**src/rtl/vau_pkg.sv**
```systemverilog
// Package for the four-component vector arithmetic unit.
// Holds operation codes, widths, the pipeline item type and the result type.
// No dependencies; every other file in rtl/ but vau_if.sv imports it.
package vau_pkg;

   localparam int LANES      = 4;
   localparam int DATA_W     = 32;
   localparam int SQ_SRC_W   = 62;
   localparam int ROOT_W     = 31;
   localparam int SQ_REM_W   = 34;
   localparam int SQRT_STEPS = SQ_SRC_W / 2;
   localparam int FRAC_W     = 16;
   localparam int NQ_W       = DATA_W + FRAC_W;
   localparam int DREM_W     = DATA_W + 1;
   localparam int DIV_STEPS  = NQ_W;

   localparam logic [3:0] FUNC_ADD  = 4'd0;
   localparam logic [3:0] FUNC_SUB  = 4'd1;
   localparam logic [3:0] FUNC_MUL  = 4'd2;
   localparam logic [3:0] FUNC_DIV  = 4'd3;
   localparam logic [3:0] FUNC_ADDS = 4'd4;
   localparam logic [3:0] FUNC_SUBS = 4'd5;
   localparam logic [3:0] FUNC_MULS = 4'd6;
   localparam logic [3:0] FUNC_DIVS = 4'd7;
   localparam logic [3:0] FUNC_LEN  = 4'd8;
   localparam logic [3:0] FUNC_NORM = 4'd9;

   localparam logic [1:0] OP_ADD = 2'd0;
   localparam logic [1:0] OP_SUB = 2'd1;
   localparam logic [1:0] OP_MUL = 2'd2;
   localparam logic [1:0] OP_DIV = 2'd3;

   localparam logic [DATA_W-1:0] Q_MAX = 32'h7FFF_FFFF;
   localparam logic [DATA_W-1:0] Q_MIN = 32'h8000_0000;

   // One item as it travels down the pipeline.
   typedef struct packed {
      logic [3:0]                          func;
      logic [LANES-1:0][DATA_W-1:0]        amag;
      logic [LANES-1:0]                    aneg;
      logic [LANES-1:0][DATA_W-1:0]        dmag;
      logic [LANES-1:0]                    dneg;
      logic [LANES-1:0][DATA_W-1:0]        res;
      logic [LANES-1:0]                    sat;
      logic [LANES-1:0]                    dz;
      logic [SQ_SRC_W-1:0]                 sq_src;
      logic [SQ_REM_W-1:0]                 sq_rem;
      logic [ROOT_W-1:0]                   root;
      logic                                capped;
      logic [LANES-1:0][NQ_W-1:0]          nq;
      logic [LANES-1:0][DREM_W-1:0]        drem;
   } vau_item_type;

   typedef struct packed {
      logic [LANES-1:0][DATA_W-1:0] r;
      logic                         div_zero;
      logic                         saturated;
   } vau_rsp_type;

endpackage

```
**src/rtl/vau_sqrt_cell.sv**
```systemverilog
// One cell of the square root chain: resolves one root bit from two radicand bits.
// Uses vau_pkg.
module vau_sqrt_cell import vau_pkg::*; (
   input  logic         clock,
   input  logic         reset,
   input  logic         en,
   input  logic         in_valid,
   input  vau_item_type in_item,
   output logic         out_valid,
   output vau_item_type out_item
);

   logic                valid_ff;
   vau_item_type        item_ff, item_in;
   logic [SQ_REM_W-1:0] rem2;
   logic [SQ_REM_W-1:0] trial;
   logic                ge;

   always_comb begin
      rem2  = {in_item.sq_rem[SQ_REM_W-3:0], in_item.sq_src[SQ_SRC_W-1 -: 2]};
      trial = {1'b0, in_item.root, 2'b01};
      ge    = (rem2 >= trial);
      item_in        = in_item;
      item_in.sq_rem = ge ? (rem2 - trial) : rem2;
      item_in.root   = {in_item.root[ROOT_W-2:0], ge};
      item_in.sq_src = {in_item.sq_src[SQ_SRC_W-3:0], 2'b00};
   end

   always_ff @(posedge clock) begin
      if (reset) begin
         valid_ff <= 1'b0;
      end else if (en) begin
         valid_ff <= in_valid;
      end
      if (en) begin
         item_ff <= item_in;
      end
   end

   assign out_valid = valid_ff;
   assign out_item  = item_ff;

endmodule

```
**config.mk**
```make
export PLATFORM = sky130hd
export DESIGN_NAME = vau_sqrt_cell
export DESIGN_NICKNAME = d
export VERILOG_FILES = /design/src/rtl/vau_pkg.sv /design/src/rtl/vau_sqrt_cell.sv
export SDC_FILE = /design/constraint.sdc
export NUM_CORES = 1
export LEC_CHECK = 0
export ABC_AREA = 1
export BUFFER_PORTS_ARGS = -buffer_cell sky130_fd_sc_hd__buf_2
export CORE_AREA = 2 2 675 677
export CTS_CLUSTER_DIAMETER = 30
export DETAILED_ROUTE_END_ITERATION = 10
export DIE_AREA = 0 0 677 679
export HOLD_SLACK_MARGIN = 0.15
export SYNTH_ARGS = -nofsm -noshare
export SYNTH_HDL_FRONTEND = slang
export SYNTH_SLANG_ARGS = --single-unit
```
**constraint.sdc**
```tcl
create_clock -name clock -period 2.39 [get_ports clock]
set_input_delay 0 -clock clock [delete_from_list [all_inputs] [get_ports clock]]
set_output_delay 0 -clock clock [all_outputs]
set_load 0.01 [all_outputs]
```
# --- Word level (Yosys, flattened, before mapping) ---
# Cells that the tools add are included.
op_classes:
  mux: 1
  n_lt_le_gt_ge: 1
  add_sub_neg: 1
ops:
  columns: ["cell", "n"]
  rows:
  - [">= comparator 34 x 33 -> 1 bit", 1]
  - ["two-way mux 34 bit", 1]
  - ["subtractor 34 x 33 -> 34 bit", 1]
word_totals:
  in_bits: 860
  register_bits: 855
  wordCells: 33

# --- Logic depth before layout (Yosys ltp) ---
logic_depth:
  depth_word: 2
  ltp_mapped: 16
  depth_no_buf: 15

# --- Least setup slack after synthesis ---
# OpenSTA, ideal clock, no wires.
synth_timing:
  kind: "input port to flip-flop"
  from: "input port in_item[347] in the netlist's numbering"
  to: "register item_ff, in the netlist out_item[377] (data pin)"
  n_path_buf: 1
  setup_ps: 253
  cell_stages: 13
  path_slack_ps: 760
  t_arrival_ps: 1377
  t_required_ps: 2137
  cell_sequence: "inv_1 ha_1 nand2_1 inv_1 a21oi_1 nand2_1 nand2_1 nand3b_1 nor2_1 nand2_4 buf_6 nand3_1 nand2_1"
synth_rtl:
  columns: ["element", "line", "text"]
  rows:
  - ["from (decl)", "vau_sqrt_cell.sv:8", "input vau_item_type in_item,"]
  - ["to (signal assigned)", "vau_sqrt_cell.sv:36", "item_ff <= item_in;"]
  - ["to (decl)", "vau_sqrt_cell.sv:14", "vau_item_type item_ff, item_in;"]

==> summary.txt <==
Synth
  • Sequential area share after synthesis: 89.0%
  • Ys Warns: 0
  • EDFF count, synth: 854
  • Yosys cell types: 33
  • Most common cell in the synthesized netlist: edfxtp_1
  • Async SR Flop Fraction: 0%
  • Top post-synthesis cells by area: edfxtp_1 89%, nand2_1 3.8%, inv_1 1.7%
  • Compound-Gate Fraction of Synth Area: 0.785%
  • Synth top area share: 88.9%
  • Post-synthesis cell area: 28800 µm²
  • Dominant cell type by area after synthesis: edfxtp_1
  • Adder-cell share of the synthesized area: 1.43%
  • Simple-gate share of the synthesized area: 6.21%
  • Post-Synth XOR/XNOR Area: 0.486%
  • Synthesized flop and latch total: 855
  • Top post-synthesis cells by count: 854 x edfxtp_1, 294 x nand2_1, 133 x inv_1, 53 x nor2_1
  • Multiplexer share of the synthesized area: 0.0347%
  • Syn Area/Cell: 19.0 µm²
  • Largest family of logic cells by synthesized area: simple AND/OR/NAND/NOR gates
  • Syn Inst Count: 1514
  • Top_reg_cell synth: edfxtp_1

Route
  • Vias/cell: 2.75
  • First-pass DRT Iterations: 5
  • ANT nets after route: 0
  • DRC: 0
  • Routed vias: 31700
  • Wirelength per Cell: 33.1 µm
  • Drt first-iter violations: 2286
  • Drt total wl: 382000 µm

Worst setup path
  • CP max stage delay: 650 ps
  • Crit path kind: in -> reg
  • Element type at the critical path start: input port
  • Most frequent CP cell: nand2_1
  • R2r setup slk: 1250 ps
  • Reg-to-reg startpoint: out_valid
  • CP endpoint kind: flip-flop
  • Crit path max fanout: 4
  • Path depth of the worst reg2reg path: 3
  • CP required: 3070 ps
  • Worst r2r dst: out_valid
  • Slowest cell on crit path: dlygate4sd3_1
  • Crit path DAT: 2760 ps
  • Worst path cell trace: dlygate4sd3_1, buf_2, dlygate4sd3_1, inv_1, ha_1, nor2_1, o21ai_0, nand2_1, nand2_1, nand2_1, nand2_1, nand2_1, nand2_1, nand3_1, nand2_1

Die
  • Num ports: 1717
  • Die Wd: 677 µm
  • Die Height: 679 µm
  • Core area: 452000 µm²
  • Total Die Area: 460000 µm²
  • Initial core utilization: 6.38%
  • Std cell rows: 247

Hold path
  • Worst Hold Depth: 4
  • Hold Path Origin: in_item[367]
  • Hold WC Path Type: in -> reg
  • Hold EP: out_item[369]

STA
  • Setup violators final: 0
  • Setup TNS: 0 ps
  • Clk_skew: 0 ps
  • Least-Margin Pin Slew: 599 ps
  • Slew Viols, Final: 0
  • RSZ-0062 raised after global routing: false
  • Max_slew headroom: 59.9%
  • Fmax: 0.482 GHz
  • Min Tclk post-route: 2080 ps
  • Final Hold Violating Endpoints: 0
  • Final worst path period share: 86.9%

Clock tree
  • H-Tree Depth: 5
  • CTS tree: yes
  • Clock tree buffer depth: 4
  • Clk sinks: 855
  • CTS Buf Count: 289
  • Worst-path clk slew: 40 ps
  • Clock latency on the worst-skew pair: 890 ps
  • Clk root buf: clkbuf_16
  • # Post-CTS Setup Buffers: 0

Layout
  • Post-Layout Cell Count: 11500
  • Area delta synth->final: 150%
  • Final #Nets: 6166
  • Layout cells sized above 1: 40.4%

Pwr
  • P per Cell Area: 902 nW/µm²
  • Leakage: 29.3 nW
  • Worst VDD drop: 0.562 mV

Placement
  • Inst Count DP: 9257
  • Final GP Congestion: 0.936
  • DP HPWL: 335000 µm
  • Port Buf Inserts: 1712

Outcome
  • Status: complete, no violations

Global route
  • First-pass GRT wire length: 448000 µm
  • Initial antenna violation count: 360
  • GRT Residual Overflow: 0
  • All-Layer GR Usage: 16.0%
  • Number of global-route vias before repair: 32400
  • Largest net degree at the start of global routing: 81

Job
  • Max_cap viols: 0
cell families after synthesis:
| logic type | Yosys count |
|---|---|
| compound gates | 40 |
| xor+xnor | 16 |
| fa+ha+maj | 33 |
| buf+inv | 142 |
| flops | 855 |
| mux | 1 |
| other cells | 1 |
| simple gates | 426 |
layout make-up:
cell class | instances | area [µm²]
Sequential cell | 855 | 25700
Clock inverter | 200 | 2110
Fill cell | 50400 | 380000
Inverter | 134 | 503
Timing Repair Buffer | 3475 | 26300
Antenna cell | 64 | 160
Multi-Input combinational cell | 518 | 2590
Tap cell | 5976 | 7480
Clock buffer | 325 | 7410
what timing repair did:
action                                  in CTS  in global routing
resized for setup                            0                  1
hold endpoints to repair                  1709                  1
endpoints found under the setup margin       0                 32
hold buffers                              1701                  1
layout by cell type, fill, tap and decap left out, drive strengths merged:
cell type    count
a21o             1
a21oi           26
and3             1
buf           1774
bufinv          25
clkbuf         325
clkinv         138
clkinvlp        23
conb             2
dfxtp            1
diode           64
dlygate4sd3   1701
edfxtp         854
ha              33
inv            148
mux2i            1
nand2          302
nand3           35
nand3b          12
nand4            7
nor2            61
nor3             4
nor4             2
o21a             1
o21ai            8
o21bai           4
or2              2
xnor2            2
xor2            14
registers in the layout, indices dropped and copies added, names as in the netlist:
| signal | count |
|---|---|
| out_item | 854 |
| out_valid | 1 |
metal layers:
metal | vias to the layer above | global-route usage [%] | wire length [µm]
met5 | - | 0 | 165
met4 | 26 | 4.53 | 14700
met3 | 907 | 12.1 | 64500
met2 | 2283 | 26.8 | 178000
met1 | 15200 | 15.3 | 124000
li1 | 13300 | - | -
worst max-delay path by stage:
stage,cells after the start,from,end,slack [ps]
3_3_place_gp,12,in_item[351],out_item[368],120
3_5_place_dp,12,in_item[351],out_item[366],140
5_1_grt,15,in_item[450],out_item[388],150
2_1_floorplan,13,in_item[347],out_item[377],760
6_report,15,in_item[450],out_item[388],310
4_1_cts,17,in_item[345],out_item[369],180
through the flow:
stage                     total power [W]  instance area, µm²  util, %  worst slack (ps)  hold WS (ps)
final                              0.0651               72200     16.0               313           182
after floorplan                    0.0199               28800        -               760          72.4
after global routing               0.0676               72100     16.0               155           212
after detailed placement           0.0255               45500     10.1               140           169
after global placement             0.0255               45500     10.1               122           161
after CTS                          0.0662               72000     15.9               177           168
worst max-delay path: cells and delay by family:
family,cells,cell delay [ps]
buffers and inverters,4,1390
AND/OR/NAND/NOR,9,1030
adder cells (fa/ha/maj),1,260
AO/OA/AOI/OAI,1,80
power breakdown:
part / internal (W) / leakage [nW] / switching [W] / total, W
logic: 0.00351 / 16.3 / 0.00570 / 0.00921
registers: 0.0180 / 8.37 / 0.000578 / 0.0186
clock network: 0.0250 / 4.57 / 0.0124 / 0.0373
(Power assumes the default switching activity.)
