==> config.mk <==
export PLATFORM = sky130hd
export DESIGN_NAME = vau_div_cell
export DESIGN_NICKNAME = d
export VERILOG_FILES = /design/src/rtl/vau_pkg.sv /design/src/rtl/vau_div_cell.sv
export SDC_FILE = /design/constraint.sdc
export NUM_CORES = 1
export LEC_CHECK = 0
export ABC_AREA = 1
export BUFFER_PORTS_ARGS = -buffer_cell sky130_fd_sc_hd__buf_2
export CAP_MARGIN = 20
export CORE_AREA = 2 2 674 676
export CTS_CLUSTER_SIZE = 24
export DETAILED_ROUTE_END_ITERATION = 8
export DIE_AREA = 0 0 676 678
export PLACE_DENSITY = 0.3
export SYNTH_ARGS = -nofsm -noshare
export SYNTH_HDL_FRONTEND = slang
export SYNTH_SLANG_ARGS = --single-unit
export TNS_END_PERCENT = 50
==> constraint.sdc <==
create_clock -name clock -period 1.9 [get_ports clock]
set_input_delay 0.19 -clock clock [delete_from_list [all_inputs] [get_ports clock]]
set_output_delay 0.19 -clock clock [all_outputs]
set_load 0.02 [all_outputs]
==> src/rtl/vau_pkg.sv <==
// Package for the four-component vector arithmetic unit.
// Holds operation codes, widths, the pipeline item type and the result type.
// No dependencies; every other file in rtl/ but vau_if.sv imports it.
package vau_pkg;

   localparam int LANES      = 4;
   localparam int DATA_W     = 32;
   localparam int SQ_SRC_W   = 62;
   localparam int ROOT_W     = 31;
   localparam int SQ_REM_W   = 34;
   localparam int SQRT_STEPS = SQ_SRC_W / 2;
   localparam int FRAC_W     = 16;
   localparam int NQ_W       = DATA_W + FRAC_W;
   localparam int DREM_W     = DATA_W + 1;
   localparam int DIV_STEPS  = NQ_W;

   localparam logic [3:0] FUNC_ADD  = 4'd0;
   localparam logic [3:0] FUNC_SUB  = 4'd1;
   localparam logic [3:0] FUNC_MUL  = 4'd2;
   localparam logic [3:0] FUNC_DIV  = 4'd3;
   localparam logic [3:0] FUNC_ADDS = 4'd4;
   localparam logic [3:0] FUNC_SUBS = 4'd5;
   localparam logic [3:0] FUNC_MULS = 4'd6;
   localparam logic [3:0] FUNC_DIVS = 4'd7;
   localparam logic [3:0] FUNC_LEN  = 4'd8;
   localparam logic [3:0] FUNC_NORM = 4'd9;

   localparam logic [1:0] OP_ADD = 2'd0;
   localparam logic [1:0] OP_SUB = 2'd1;
   localparam logic [1:0] OP_MUL = 2'd2;
   localparam logic [1:0] OP_DIV = 2'd3;

   localparam logic [DATA_W-1:0] Q_MAX = 32'h7FFF_FFFF;
   localparam logic [DATA_W-1:0] Q_MIN = 32'h8000_0000;

   // One item as it travels down the pipeline.
   typedef struct packed {
      logic [3:0]                          func;
      logic [LANES-1:0][DATA_W-1:0]        amag;
      logic [LANES-1:0]                    aneg;
      logic [LANES-1:0][DATA_W-1:0]        dmag;
      logic [LANES-1:0]                    dneg;
      logic [LANES-1:0][DATA_W-1:0]        res;
      logic [LANES-1:0]                    sat;
      logic [LANES-1:0]                    dz;
      logic [SQ_SRC_W-1:0]                 sq_src;
      logic [SQ_REM_W-1:0]                 sq_rem;
      logic [ROOT_W-1:0]                   root;
      logic                                capped;
      logic [LANES-1:0][NQ_W-1:0]          nq;
      logic [LANES-1:0][DREM_W-1:0]        drem;
   } vau_item_type;

   typedef struct packed {
      logic [LANES-1:0][DATA_W-1:0] r;
      logic                         div_zero;
      logic                         saturated;
   } vau_rsp_type;

endpackage

==> src/rtl/vau_div_cell.sv <==
// One cell of the divider chain: one restoring quotient bit for each of the four lanes.
// Uses vau_pkg.
module vau_div_cell import vau_pkg::*; (
   input  logic         clock,
   input  logic         reset,
   input  logic         en,
   input  logic         in_valid,
   input  vau_item_type in_item,
   output logic         out_valid,
   output vau_item_type out_item
);

   logic              valid_ff;
   vau_item_type      item_ff, item_in;
   logic [DREM_W-1:0] rem2;
   logic              ge;

   always_comb begin
      item_in = in_item;
      rem2    = '0;
      ge      = 1'b0;
      for (int i = 0; i < LANES; i++) begin
         rem2 = {in_item.drem[i][DREM_W-2:0], in_item.nq[i][NQ_W-1]};
         ge   = (rem2 >= {1'b0, in_item.dmag[i]});
         item_in.drem[i] = ge ? (rem2 - {1'b0, in_item.dmag[i]}) : rem2;
         item_in.nq[i]   = {in_item.nq[i][NQ_W-2:0], ge};
      end
   end

   always_ff @(posedge clock) begin
      if (reset) begin
         valid_ff <= 1'b0;
      end else if (en) begin
         valid_ff <= in_valid;
      end
      if (en) begin
         item_ff <= item_in;
      end
   end

   assign out_valid = valid_ff;
   assign out_item  = item_ff;

endmodule

# ---- Yosys cells after proc, flatten, opt, wreduce, memory -nomap -nowiden
# Cells that the tools add are included.
dict set report word_totals {
  register_bits 857
  in_bits 860
  word_cells 42
}
dict set report classes {
  n_addsub 4
  n_lt_le_gt_ge 4
  n_mux 4
}
# op n
set op_table {}
lappend op_table {{33-bit by 32-bit greater-or-equal comparator with 1-bit output} 4}
lappend op_table {{33-bit 2-to-1 mux} 4}
lappend op_table {{33-bit by 32-bit subtractor with 33-bit output} 4}

# ---- Logic depth before layout (Yosys ltp)
# Gate-level depths: netlist of the first run.
dict set report depth {
  word_depth 2
  depth_mapped 16
  ltp_nobuf 16
}

# ---- Least setup slack after synthesis of the first run
# No wires, ideal clock.
dict set report synth_timing {
  path_kind {in2reg}
  from {input port in_item[690] (netlist name)}
  to {register item_ff (netlist bit out_item[124]) (data pin)}
  setup_ns 0.253
  arrival_ns 1.566
  t_required_ns 1.647
  setup_slack_ns 0.081
  stages 16
  n_path_buf 2
  cell_sequence {inv_1 > ha_1 > buf_2 > nand2_1 > nand2_1 > nand2_1 > nand2_1 > nand2_1 > nand3_2 > nand2_1 > nand2_1 > nand2_2 > nand3_4 > buf_6 > nand2_1 > nand2_1}
}
# element line_no
set synth_lines {}
lappend synth_lines {{start, declared} vau_div_cell.sv:8} ;# input vau_item_type in_item,
lappend synth_lines {{end signal, assigned} vau_div_cell.sv:37} ;# item_ff <= item_in;
lappend synth_lines {{end, declared} vau_div_cell.sv:14} ;# vau_item_type item_ff, item_in;

# ---- Final worst setup path of the first run
dict set report layout_timing {
  from {register item_ff (netlist bit out_item[432])}
  to {output port out_item[432] (netlist name)}
}
# element line_no
set layout_lines {}
lappend layout_lines {{end, declared} vau_div_cell.sv:10} ;# output vau_item_type out_item
# No word-level cell between the ends.

==> flow_results.org, run 1 <==
** Run status
- Result of the run :: finished with violations
- Violations in the final reports :: negative setup slack

** Worst setup path
- Number of buffers and inverters on the critical path :: 1
- Data arrival time of the critical path :: 1.73 ns
- Cell depth of the worst setup path :: 1
- Capturing element type of the critical path :: primary output
- Category of cells accounting for the largest share of critical-path delay :: flip-flops
- For the worst setup path, the data required time is 1.71 ns.
- Largest fanout of any net on the critical path :: 1
- Worst Setup Path Type :: reg -> out
- Cell breakdown of the critical path :: buf_6
- Largest incremental delay on the critical path :: 0.72 ns
- Critical Path Slowest Stage Cell :: edfxtp_1
- Measured in cells, the most critical reg-to-reg path has a length of 3.
- STA classifies the critical path startpoint as a register.

** Synthesis
- The synthesized design contains between 800 and 900 enable-type register cells.
- Predominant post-synthesis flop cell :: edfxtp_1
- The netlist uses 34 different library cells.
- Fraction of registers with async set or reset after synthesis :: 0%
- Synthesized area per cell :: 10.7 µm²
- For this run, the number of Yosys warnings is 0.
- Synthesized cell area :: between 0.03 and 0.04 mm²
- Library cell occupying the most area in the post-synthesis netlist :: edfxtp_1
- Yosys instantiated no cell more often than nand2_1.
- In the synthesized netlist, the cells that appear most often are nand2_1 (1267), edfxtp_1 (856), inv_1 (668).
- Top area cells in the synthesized netlist :: edfxtp_1 (66%), nand2_1 (12%), inv_1 (6.5%)
- The number of nets handed over by synthesis was approximately 4600.
- Part of the Yosys area used for sequential elements :: around two thirds
- After technology mapping, the gate count stands at ~3600.
- The synthesized design contains ~860 register bits.
- Share of Yosys cell area claimed by the top area cell type :: 66.4%

** Timing
- Final number of max-transition violations :: 0
- Worst path setup slack after routing :: -0.0238 ns
- Setup tns final :: -0.0268 ns
- Setup violations remaining at the end of the flow were counted as 2.
- At the pin with the least slew margin, the transition time is between 0.5 and 0.6 ns.
- Fmax achieved :: between 500 and 600 MHz
- Unrepaired setup endpoints after global routing :: yes
- Final worst clock skew :: 0 ns
- Count of final hold-check violations :: 0
- After layout, the minimum clock period comes to between 1.5 and 2 ns.
- The final critical path takes up 101% of the cycle.
- Relative slew margins :: slightly above 60%

** Pwr
- The internal power of the cells totals between 40 and 50 mW.
- In this run the power density over the cells is 843 mW/mm².
- For this design the static power due to leakage is 34.4 nW.
- Net switching is between 30 and 40% of the power.
- Across the VDD grid, the largest voltage drop is about 0.53 mV.
- Logic gate share of total power :: 25.2%
- Summed over all nets, the switching power comes to 21.3 mW.
- Part of the total power dissipated in the clock network :: 37.4%
- In this run, flip-flops and latches consume between 30% and 40% of the power.

** GRT
- Across every metal layer, demand over resource in global routing totals 14.0%.
- The total overflow left after global routing is 0.
- The number of global-route vias before repair is 41300.
- First-pass GRT wire length :: 421000 µm
- Entering global routing, the biggest net connects 68 pins.
- Initial antenna violation count :: approximately 180

** Routing
- Iter 0 DRT Violations :: approximately 2200
- In the routed layout, each cell is associated on average with a via count of 3.06.
- DR pass1 iterations :: 5
- The count of nets left with antenna violations once routing finished came out at 0.
- Post-DR wirelength/cell :: approximately 26 µm
- Final routed DRC violation total :: 0
- Vias after detailed routing :: 40500
- Wires add up to ~340000 µm.

** Final layout
- From synthesis to final layout, the design area changed by 95.2%.
- The post-route netlist has 39.3% of its cells at a drive strength greater than 1.
- Number of nets in the finished design :: between 8000 and 9000
- Fill cells in the final layout number 50900.
- Area of the multi-input gates :: ~0.011 mm²
- Summing all flip-flop and latch instances after layout gives 0.0257 mm².

** Floorplanning
- Total die area :: 0.458 mm²
- After floorplanning, the core was sized to cover between 0.4 and 0.5 mm².
- Cell row count :: 247
- Die boundary height :: 678 µm
- Ports :: 1717
- Die extent in x :: between 600 and 700 µm
- Once the floorplan was initialized, standard cells occupied 8.59% of the core.

** Clock tree
- Worst-skew pair later-pin latency :: about 0.77 ns
- The cell sitting at the root of the clock tree is a clkbuf_16.
- Clock tree synthesis inserted a total of around 130 buffers.
- Clock tree synthesis found a total of 857 sinks.
- TritonCTS built the clock tree.
- Clock-pin slew was measured on the worst setup and hold paths at roughly 0.060 ns.
- The clock passes through at most 4 buffers.
- Number of levels the H-tree was split into :: 4

** Min path
- The worst hold path was traced through 5 stages.
- The worst hold path belongs to the class in -> reg.

** Placed design
- Once detailed placement completed, the half-perimeter wirelength came to 292000 µm.
- GP Congestion :: between 0.9 and 1
- Count of input and output buffers :: around 1700
- Prior to clock tree synthesis, the placed netlist has a worst setup slack of -0.666 ns.

** Flow run
- Maxcap violations :: 0
-- state kept, by name, summed over array words and instances, names as in the netlist --
name / cells
out_valid: 1
out_item: 856
-- kinds of logic after synthesis --
group	Yosys count	share of synthesized area (%)
adders and majority gates	132	4.34
DFF	857	66.4
muxes	1	0.0258
AOI/OAI and AO/OA	93	1.22
buffers and inverters	718	7.30
xor gates and xnor gates	60	1.36
and+or+nand+nor	1774	19.3
-- cell usage in the layout, fill, tap and decap left out, types with 4 or more instances in the layout --
cell type,synthesis,layout
clkinvlp_4,0,7
o21ai_0,8,6
nand3b_1,11,11
nor2_1,147,124
clkinv_1,0,22
inv_2,3,11
nor3_2,4,13
clkbuf_1,3,23
diode_2,0,46
nand3_2,16,20
nand3_4,3,7
dlymetal6s4s_1,0,8
buf_4,0,644
ha_1,128,86
nand2_2,3,70
or2_2,4,4
clkinv_2,0,20
inv_1,668,660
xnor2_1,4,4
clkbuf_16,0,142
buf_2,32,1650
a21oi_2,0,10
nor3_1,31,19
nor2_4,0,8
nand3_1,144,136
ha_2,0,4
nand2_4,1,8
nand4_1,108,108
a21oi_1,81,69
buf_6,11,50
edfxtp_1,856,856
and2_1,20,18
inv_6,0,9
dlygate4sd3_1,0,958
buf_12,0,48
ha_4,0,38
nand2_1,1267,1193
xor2_1,56,56
nor2_2,11,27
-- worst paths after layout --
check / to / slack, ns / from
worst min-delay path: out_item[74] / 0.06 / in_item[73]
worst min register to register: out_valid / 1.03 / out_valid
worst max-delay path: out_item[432] / -0.02 / out_item[432]
worst max register to register: out_valid / 0.76 / out_valid
-- tightest hold or removal path: cells and delay by family --
family,cells,cell delay [ns]
adder cells (fa/ha/maj),1,0.16
buffers and inverters,1,0.12
XOR/XNOR,1,0.07
AND/OR/NAND/NOR,2,0.12
-- power by group through the flow --
stage	logic [mW]	clock network, mW	registers, mW
2_1_floorplan	3.13	0	25.9
3_3_place_gp	14.2	0	24.3
3_5_place_dp	14.1	0	24.2
4_1_cts	16.1	25.0	23.9
5_1_grt	17.3	25.5	24.0
6_report	16.0	23.8	23.9
-- layer usage --
metal | GRT usage, % | share of wire [%]
met5 | 0 | 0.035
met4 | 4.81 | 4.1
met3 | 3.64 | 7.0
met2 | 24.2 | 48
met1 | 16.7 | 41
-- through the flow --
step	total power, mW	area, µm²	hold WS, ns	instances	util, %
after floorplan	29.0	38700	0.262	3635	-
after global placement	38.4	60100	0.349	12000	13.3
after detailed placement	38.3	60100	0.348	12000	13.3
after CTS	65.0	74100	0.000111	13100	16.4
after global routing	66.9	75600	0.0156	13200	16.8
final	63.8	75600	0.0568	13200	16.8
-- what timing repair did --
item | in CTS | in global routing
endpoints found under the setup margin | 54 | 155
hold endpoints to repair | 995 | 8
pin swaps | 0 | 30
gates resized for setup | 97 | 252
gates cloned | 0 | 8
hold buffers | 964 | 8
buffers inserted | 0 | 10
-- final cells by class --
| type | instances | share of cell area, % |
|---|---|---|
| flip-flops and latches | 857 | 34.0 |
| repair buffers | 3369 | 32.4 |
| multi-input cells | 2061 | 14.9 |
| well taps | 5976 | 9.89 |
| clock buffers | 158 | 4.58 |
| inverters | 671 | 3.33 |
| clock inverters | 71 | 0.754 |
| diodes | 46 | 0.152 |
Power figures use the tool's default switching activity.
==> inputs of run 2 (changes only) <==
--- a/config.mk
+++ b/config.mk
@@ -16,4 +16,4 @@
 export SYNTH_ARGS = -nofsm -noshare
 export SYNTH_HDL_FRONTEND = slang
 export SYNTH_SLANG_ARGS = --single-unit
-export TNS_END_PERCENT = 50
+export TNS_END_PERCENT = 20
==> run 2 against run 1 <==
  * Setup slack worse by 0.0077 ns
  * Combinational power hardly changed
  * Wire length about the same
  * Design area about the same
  * Clock power about the same
  * Global-route usage did not move
  * Die area unchanged
  * Clock skew unchanged
  * Critical path depth unchanged
  * The flow still finishes with violations (negative setup slack)
==> flow_results.org, run 2 (synthesis results as in run 1) <==
** Run status
- The flow ran to the end, but the final reports show violations.
- The checks that failed: negative setup slack.

** Final layout
- Area of the multi-input gates :: 0.0112 mm² (-0.20%)
- The area occupied by registers was 0.0257 mm² (unchanged).
- The number of inserted filler cells in the final layout was 50900 (+0.0039%).
- The flip-flop count of the largest register after layout came to 856 (unchanged).
- The post-layout net count is 8086 (unchanged).
- Most common cell after layout, fill and taps aside :: buf_2
- The area overhead of the layout relative to synthesis is 95.1% (about the same).
- Most frequent cells in the layout :: buf_2 (1653), nand2_1 (1192), dlygate4sd3_1 (957)
- Fraction of layout cells with a size suffix above 1 :: 39.2% (about the same)

** Routing
- The violation count after the first detailed-route iteration is 2316 (+4.8%).
- DR pass1 iterations :: 5 (unchanged)
- Total Wirelength :: 338000 µm (about the same)
- Number of antenna-violating nets in the routed design :: 0 (unchanged)
- The via total after detailed routing came to 40500 (-0.042%).
- The wire length per cell after detailed routing is 25.6 µm (about the same).
- Via density per instance :: 3.06 (about the same)
- Final routed DRC violation total :: 0 (unchanged)

** GRT
- Initial antenna violation count :: 179 (unchanged)
- The overall routing resource usage came to 14.0% (unchanged).
- The final global-route overflow total was 0 (unchanged).
- The wire length of the first global-routing pass was 421000 µm (unchanged).
- Vias in the first global route :: 41300 (unchanged)
- The pin count of the biggest net entering global routing was 68 (unchanged).

** Worst setup path
- The path depth of the worst reg2reg path is 3 (unchanged).
- CP startpoint kind :: register
- Walking the worst path, the cells encountered are buf_6.
- Required time of the critical path :: 1.71 ns (about the same)
- Setup slack of the worst register-to-register path :: 0.76 ns (about the same)
- Data arrival time of the critical path :: 1.74 ns (about the same)
- Worst reg2reg path startpoint :: out_valid
- The delay contributed by the slowest stage of the critical path came to 0.72 ns (about the same).
- STA classifies the critical path endpoint as a primary output.
- Category of cells accounting for the largest share of critical-path delay :: flip-flops
- The endpoint identified for the worst register-to-register timing path is out_valid.
- The worst setup path is of the reg -> out kind.
- Cell depth of the worst setup path :: 1 (unchanged)
- Number of buffers and inverters on the critical path :: 1 (unchanged)
- Largest fanout of any net on the critical path :: 1 (unchanged)
- The largest individual stage delay along the critical path comes from the cell edfxtp_1.

** Timing
- Fmax achieved :: 518 MHz (-0.40%)
- The worst hold margin came to 0.0584 ns (+0.00156 ns).
- The worst-case headroom to the max-slew limit came to 60.8% (-0.43 points).
- The final worst-path setup slack is -0.0316 ns (-0.00774 ns).
- The fraction of the cycle the final worst path needs was 102% (+0.41 points).
- The final setup violation count came to 2 (unchanged).
- The slew at the pin closest to its max-slew limit was 0.589 ns (+0.00647 ns).
- Final worst clock skew :: 0 ns (unchanged)
- Crit path time final :: 1.93 ns (+0.00774 ns)
- Unrepaired setup endpoints after global routing :: yes
- Final number of max-transition violations :: 0 (unchanged)
- The hold violation total from the final report is 0 (unchanged).

** Floorplanning
- The number of top-level pins is 1717 (unchanged).
- The number of cell rows is 247 (unchanged).
- The area of the die is 0.458 mm² (unchanged).
- Die boundary height :: 678 µm (unchanged)
- Core footprint :: 0.451 mm² (unchanged)
- Initial core utilization :: 8.59% (unchanged)
- Die extent in x :: 676 µm (unchanged)

** Pwr
- The cell area power density is 844 mW/mm² (about the same).
- Total power :: 63.8 mW (about the same)
- Leakage power of the design :: 34.4 nW (about the same)
- Peak supply drop :: 0.525 mV (about the same)

** Clock tree
- The tree is rooted in a clkbuf_16.
- Worst-skew pair later-pin latency :: 0.77 ns (about the same)
- The number of buffers created by CTS came to 134 (unchanged).
- The number of sinks on the clock net is 857 (unchanged).
- The maximum number of buffers from clock root to sink came to 4 (unchanged).
- Number of levels the H-tree was split into :: 4 (unchanged)
- TritonCTS clock tree :: built
- Clock-pin slew on the worst setup and hold paths :: 0.06 ns (about the same)

** Placed design
- Count of input and output buffers :: 1712 (unchanged)
- The weighted congestion reported at the end of routability-driven placement came to 0.965 (unchanged).
- Detail Placement HPWL :: 292000 µm (unchanged)

** Min path
- Hold EP :: out_item[84]
- The number of cells on the worst hold path was 4 (-1).
- Class of the most critical hold timing path :: in -> reg
- The worst hold path begins at in_item[83].

** Flow run
- Maxcap violations :: 0 (unchanged)
==> run 2: changes by cell type in the layout (fill, tap and decap cells not counted), sizes merged <==
cell,previous run,this run
diode,46,42
buf,2394,2395
clkbuf,167,166
dlygate4sd3,958,957
dlymetal6s4s,8,9
==> run 2: power by group <==
part | switching, mW | leakage [nW] | internal (mW)
Combinational | 9.93 | 24.0 | 6.10
Clock | 10.3 | 1.96 | 13.5
Sequential | 1.03 | 8.38 | 22.9
==> run 2: how the worst max path moves through the flow <==
stage,from,to
after floorplan,in_item[690],out_item[124]
after global placement,in_item[608],out_item[23]
after detailed placement,in_item[608],out_item[23]
after CTS,out_item[797],out_item[797]
after global routing,out_item[356],out_item[356]
final,out_item[432],out_item[432]
==> run 2: per-layer routing <==
layer	vias up	track usage [%]	share of wire, %
met1	19600	16.7	41
li1	18900	-	-
met4	18	4.81	4.0
met3	485	3.64	7.0
met5	-	0	0.035
met2	1513	24.2	48
==> run 2: area by class of cell <==
type / count / area share [%]
Antenna cell: 42 / 0.139
Clock buffer: 158 / 4.58
Timing Repair Buffer: 3369 / 32.4
Sequential cell: 857 / 34.0
Inverter: 671 / 3.33
Clock inverter: 71 / 0.755
Multi-Input combinational cell: 2061 / 14.8
Tap cell: 5976 / 9.89
==> run 2: worst min-delay path: stages <==
cell,delay [ns]
dlymetal6s4s_1,0.26
buf_2,0.16
nand4_1,0.08
nand2_1,0.07
==> run 2: timing repair <==
item | 4_1_cts | 5_1_grt
cloned | 0 | 7
endpoints found under the setup margin | 54 | 155
endpoints found under the hold margin | 995 | 8
hold buffers | 964 | 8
setup buffers | 0 | 8
pin swaps | 0 | 28
resized for setup | 97 | 252
==> run 2: through the flow <==
stage                     util (%)  instances  area, µm²  TNS (ns)  setup slack [ns]
after CTS                     16.4      13100      74100     -7.83            -0.117
after global placement        13.3      12000      60100    -78.43            -0.660
after global routing          16.7      13200      75500    -0.448           -0.0678
after detailed placement      13.3      12000      60100    -79.10            -0.666
after floorplan                  -       3635      38700         0            0.0809
final                         16.7      13200      75600   -0.0390           -0.0316
==> inputs of run 3 (changes only) <==
--- a/config.mk
+++ b/config.mk
@@ -5,13 +5,12 @@
 export SDC_FILE = /design/constraint.sdc
 export NUM_CORES = 1
 export LEC_CHECK = 0
-export ABC_AREA = 1
 export BUFFER_PORTS_ARGS = -buffer_cell sky130_fd_sc_hd__buf_2
 export CAP_MARGIN = 20
-export CORE_AREA = 2 2 674 676
+export CORE_AREA = 2 2 675 677
 export CTS_CLUSTER_SIZE = 24
 export DETAILED_ROUTE_END_ITERATION = 8
-export DIE_AREA = 0 0 676 678
+export DIE_AREA = 0 0 677 679
 export PLACE_DENSITY = 0.3
 export SYNTH_ARGS = -nofsm -noshare
 export SYNTH_HDL_FRONTEND = slang
==> run 3 against run 2 <==
  * The run ends with negative hold slack, negative setup slack left
  * Cell count shrank 9.1%
  * Via count is 12% lower
  * First-iteration DRC count down 10%
  * Register-to-register slack barely moved
  * Count of clock-buffer cells in the layout increased by 2
  * Area after synthesis is 11% lower
  * Sequential share of layout area increased by 0.090 points
  * Clock power grew 6%
  * Setup slack got worse by 0.25 ns
  * Non-clock buffer count is 184 higher
  * Critical path type is now in -> reg
  * Largest power group is now clock
==> flow_results.org, run 3 <==
** Run status
- Result of the run :: finished with violations
- The final reports fail on negative hold slack, negative setup slack.

** Final layout
- The area growth from synthesis to layout is 118%.
- Utilization after layout :: 16.7% (-0.067 points)
- The library cells used most frequently in the layout, excluding fill and tap cells, are buf_2 (1544), dlygate4sd3_1 (1146), edfxtp_1 (856).
- The number of inserted filler cells in the final layout is 50600 (-0.63%).
- The post-layout net count was 6887 (-15%).
- The flip-flop count of the largest register after layout is 856 (unchanged).
- Leaving out fill and tap cells, the most frequent cell in the layout is buf_2.
- The ratio of cells with drive above 1 in the final layout was 49.2% (+10 points).

** Timing
- The post-layout minimum cycle time is 2.18 ns (+0.246 ns).
- Final worst clock skew :: 0 ns (unchanged)
- The final setup violation count came to 110 (+108).
- Fmax achieved :: 459 MHz (-11%)
- The worst-case headroom to the max-slew limit is 56.3% (-4.5 points).
- The final worst-path setup slack came to -0.277 ns (-0.246 ns).
- The setup TNS was -11.51 ns (-11.47 ns).
- Setup repair after global routing could not meet its margin everywhere.
- Final number of max-transition violations :: 0 (unchanged)
- Worst Hold Slack :: -0.272 ns (-0.330 ns)
- The fraction of the cycle the final worst path needs was 115% (+13 points).
- Pin slew with the least headroom to its limit :: 0.656 ns (+0.0670 ns)
- Count of final hold-check violations :: 2 (+2)

** Floorplanning
- Die boundary height :: 679 µm (+0.15%)
- Initial core utilization :: 7.65% (-0.93 points)
- The number of cell rows was 247 (unchanged).
- The area of the die came to 0.460 mm² (+0.30%).
- The width of the die came to 677 µm (+0.15%).
- Core footprint :: 0.452 mm² (+0.14%)
- Ports :: 1717 (unchanged)

** Clock tree
- The number of sinks on the clock net was 857 (unchanged).
- The clock latency of the later-clocked register in the worst-skew pair was 0.79 ns (+0.02 ns).
- Clock-pin slew on the worst setup and hold paths :: 0.05 ns (about the same)
- TritonCTS built the clock tree.
- The maximum number of buffers from clock root to sink came to 4 (unchanged).
- Clock buffers created by TritonCTS :: 134 (unchanged)
- Root cell of the clock tree :: clkbuf_16
- Number of levels the H-tree was split into :: 4 (unchanged)

** Synthesis
- Fraction of registers with async set or reset after synthesis :: 0% (unchanged)
- The distinct cell type count after synthesis came to 71 (+110%).
- Part of the Yosys area used for sequential elements :: 74.4% (+8.0 points)
- Flip-flop and latch count after synthesis :: 857 (unchanged)
- In the post-synthesis netlist, the cell with the most instances is edfxtp_1.
- Top area cells in the synthesized netlist :: edfxtp_1 (74%), ha_1 (4.6%), a21oi_1 (2.3%)
- The post-synthesis instance area is 0.0346 mm² (-11%).
- Predominant post-synthesis flop cell :: edfxtp_1
- Share of Yosys cell area claimed by the top area cell type :: 74.3% (+8.0 points)
- The total number of yosys warnings came to 0 (unchanged).
- Synthesized area per cell :: 15.3 µm² (+44%)
- Mapped Cells :: 2254 (-38%)
- Number of enable-type register cells in the synthesized netlist :: 856 (unchanged)
- Net count after synthesis :: 3246 (-30%)
- Leading post-synthesis cells by instance count :: edfxtp_1 (856), a21oi_1 (161), inv_1 (153)
- The synthesized design spends more area on one cell type than any other, namely edfxtp_1.

** Routing
- Final routed DRC violation total :: 0 (unchanged)
- The wire length per cell after detailed routing was 28.4 µm (+11%).
- The routed wire length was 341000 µm (+0.88%).
- The number of antenna-violating nets in the routed design is 0 (unchanged).
- Via density per instance :: 2.97 (-3.0%)
- Iter 0 DRT Violations :: 2075 (-10%)
- DR pass1 iterations :: 5 (unchanged)
- Vias after detailed routing :: 35700 (-12%)

** GRT
- The initial antenna violation count came to 161 (-10%).
- The final global-route overflow total came to 0 (unchanged).
- Overall routing resource usage :: 14.2% (+0.20 points)
- Vias in the first global route :: 37100 (-10%)
- First-pass GRT wire length :: 422000 µm (+0.27%)
- The pin count of the biggest net entering global routing is 97 (+43%).

** Pwr
- The total power of the final layout is 66.5 mW (+4.4%).
- The cell area power density was 883 mW/mm² (+4.6%).
- The maximum VDD drop came to 0.556 mV (+5.9%).
- Leakage power of the design :: 30.7 nW (-11%)

** Worst setup path
- The endpoint identified for the worst register-to-register timing path is out_valid.
- The worst setup path is launched from an input port.
- Critical Path End :: out_item[32]
- The register-to-register setup slack is 0.77 ns (about the same).
- The maximum net fanout on the critical path is 3 (+2).
- Worst Setup Path Type :: in -> reg
- Required time of the critical path :: 2.60 ns (+0.89 ns)
- Data arrival time of the critical path :: 2.88 ns (+1.14 ns)
- Worst reg2reg path startpoint :: out_valid
- Capturing element type of the critical path :: register
- Worst-case reg-to-reg path depth :: 3 (unchanged)
- The critical path starts at in_item[594].

** Placed design
- Detail Placement HPWL :: 290000 µm (-0.57%)
- Count of input and output buffers :: 1712 (unchanged)
- The weighted congestion reported at the end of routability-driven placement is 0.989 (+2.5%).

** Flow run
- Maxcap violations :: 0 (unchanged)

** Min path
- Number of stages on the worst hold path :: 2 (-2)
- The worst hold path belongs to the class in -> reg.
-- run 3: changes by cell type in the layout (fill, tap and decap cells not counted), sizes merged, moves of 26 or more --
cell	previous run	this run
a21o	0	68
a21oi	81	163
dlygate4sd3	957	1146
inv	682	159
mux2	0	26
nand2	1271	141
nand3	163	35
nand4	109	21
nor2	159	119
o21ai	9	123
xnor2	4	59
-- run 3: final cells by class --
| class | count | area (µm²) | area share [%] |
|---|---|---|---|
| Clock buffer | 160 | 3450 | 4.58 |
| Tap cell | 5976 | 7480 | 9.92 |
| Antenna cell | 34 | 85.1 | 0.113 |
| Multi-Input combinational cell | 1194 | 10100 | 13.4 |
| Sequential cell | 857 | 25700 | 34.1 |
| Clock inverter | 77 | 813 | 1.08 |
| Timing Repair Buffer | 3553 | 27000 | 35.9 |
| Inverter | 155 | 677 | 0.898 |
-- run 3: cell families after synthesis --
logic type	synth area share, %
xor+xnor	2.61
compound gates	9.24
fa+ha+maj	4.86
mux	0.963
buf+inv	2.25
simple gates	5.68
flops	74.4
-- run 3: timing repair --
action,in CTS,in global routing
buffers inserted,43,30
hold buffers,1121,26
gates resized for setup,602,193
pin swaps,90,75
gates cloned,10,1
setup endpoints to repair,279,188
hold endpoints to repair,1034,22
-- run 3: worst max-delay path, cell delays in order --
cell and delay [ns]:
buf_2 0.11, inv_1 0.07, ha_1 0.36, buf_4 0.18, a21o_1 0.12, o21ai_2 0.07
a211o_1 0.28, a21oi_2 0.21, o211ai_1 0.14, a21o_1 0.23, buf_4 0.17, buf_4 0.12
a2111oi_1 0.38, mux2_2 0.23
-- run 3: how the worst min path moves through the flow --
stage	start	to	slack [ns]
4_1_cts	in_item[602]	out_item[602]	-0.57
6_report	in_item[9]	out_item[10]	-0.27
3_5_place_dp	reset	out_valid	0.35
3_3_place_gp	reset	out_valid	0.35
2_1_floorplan	reset	out_valid	0.26
5_1_grt	in_item[106]	out_item[107]	-0.35
-- run 3: power breakdown --
group	internal, mW	switching [mW]
logic	7.22	9.57
registers	22.9	1.50
clock network	14.6	10.7
-- run 3: routing by layer --
metal  vias up  share of wire, %  wire (µm)  track usage (%)
met1     17800                41     140000             16.9
met4        32               2.8       9650             3.46
met5         -             0.065        220                0
li1      15900                 -          -                -
met2      1445                49     169000             25.1
met3       450               6.5      22200             3.99
-- run 3: through the flow --
step	cells	setup WS (ns)	cell area [µm²]
finish	12000	-0.277	75400
global route	12000	-0.335	75300
CTS	11900	-0.264	74100
detailed placement	10500	-1.54	56000
global placement	10500	-1.51	56000
floorplan	2254	-0.660	35100
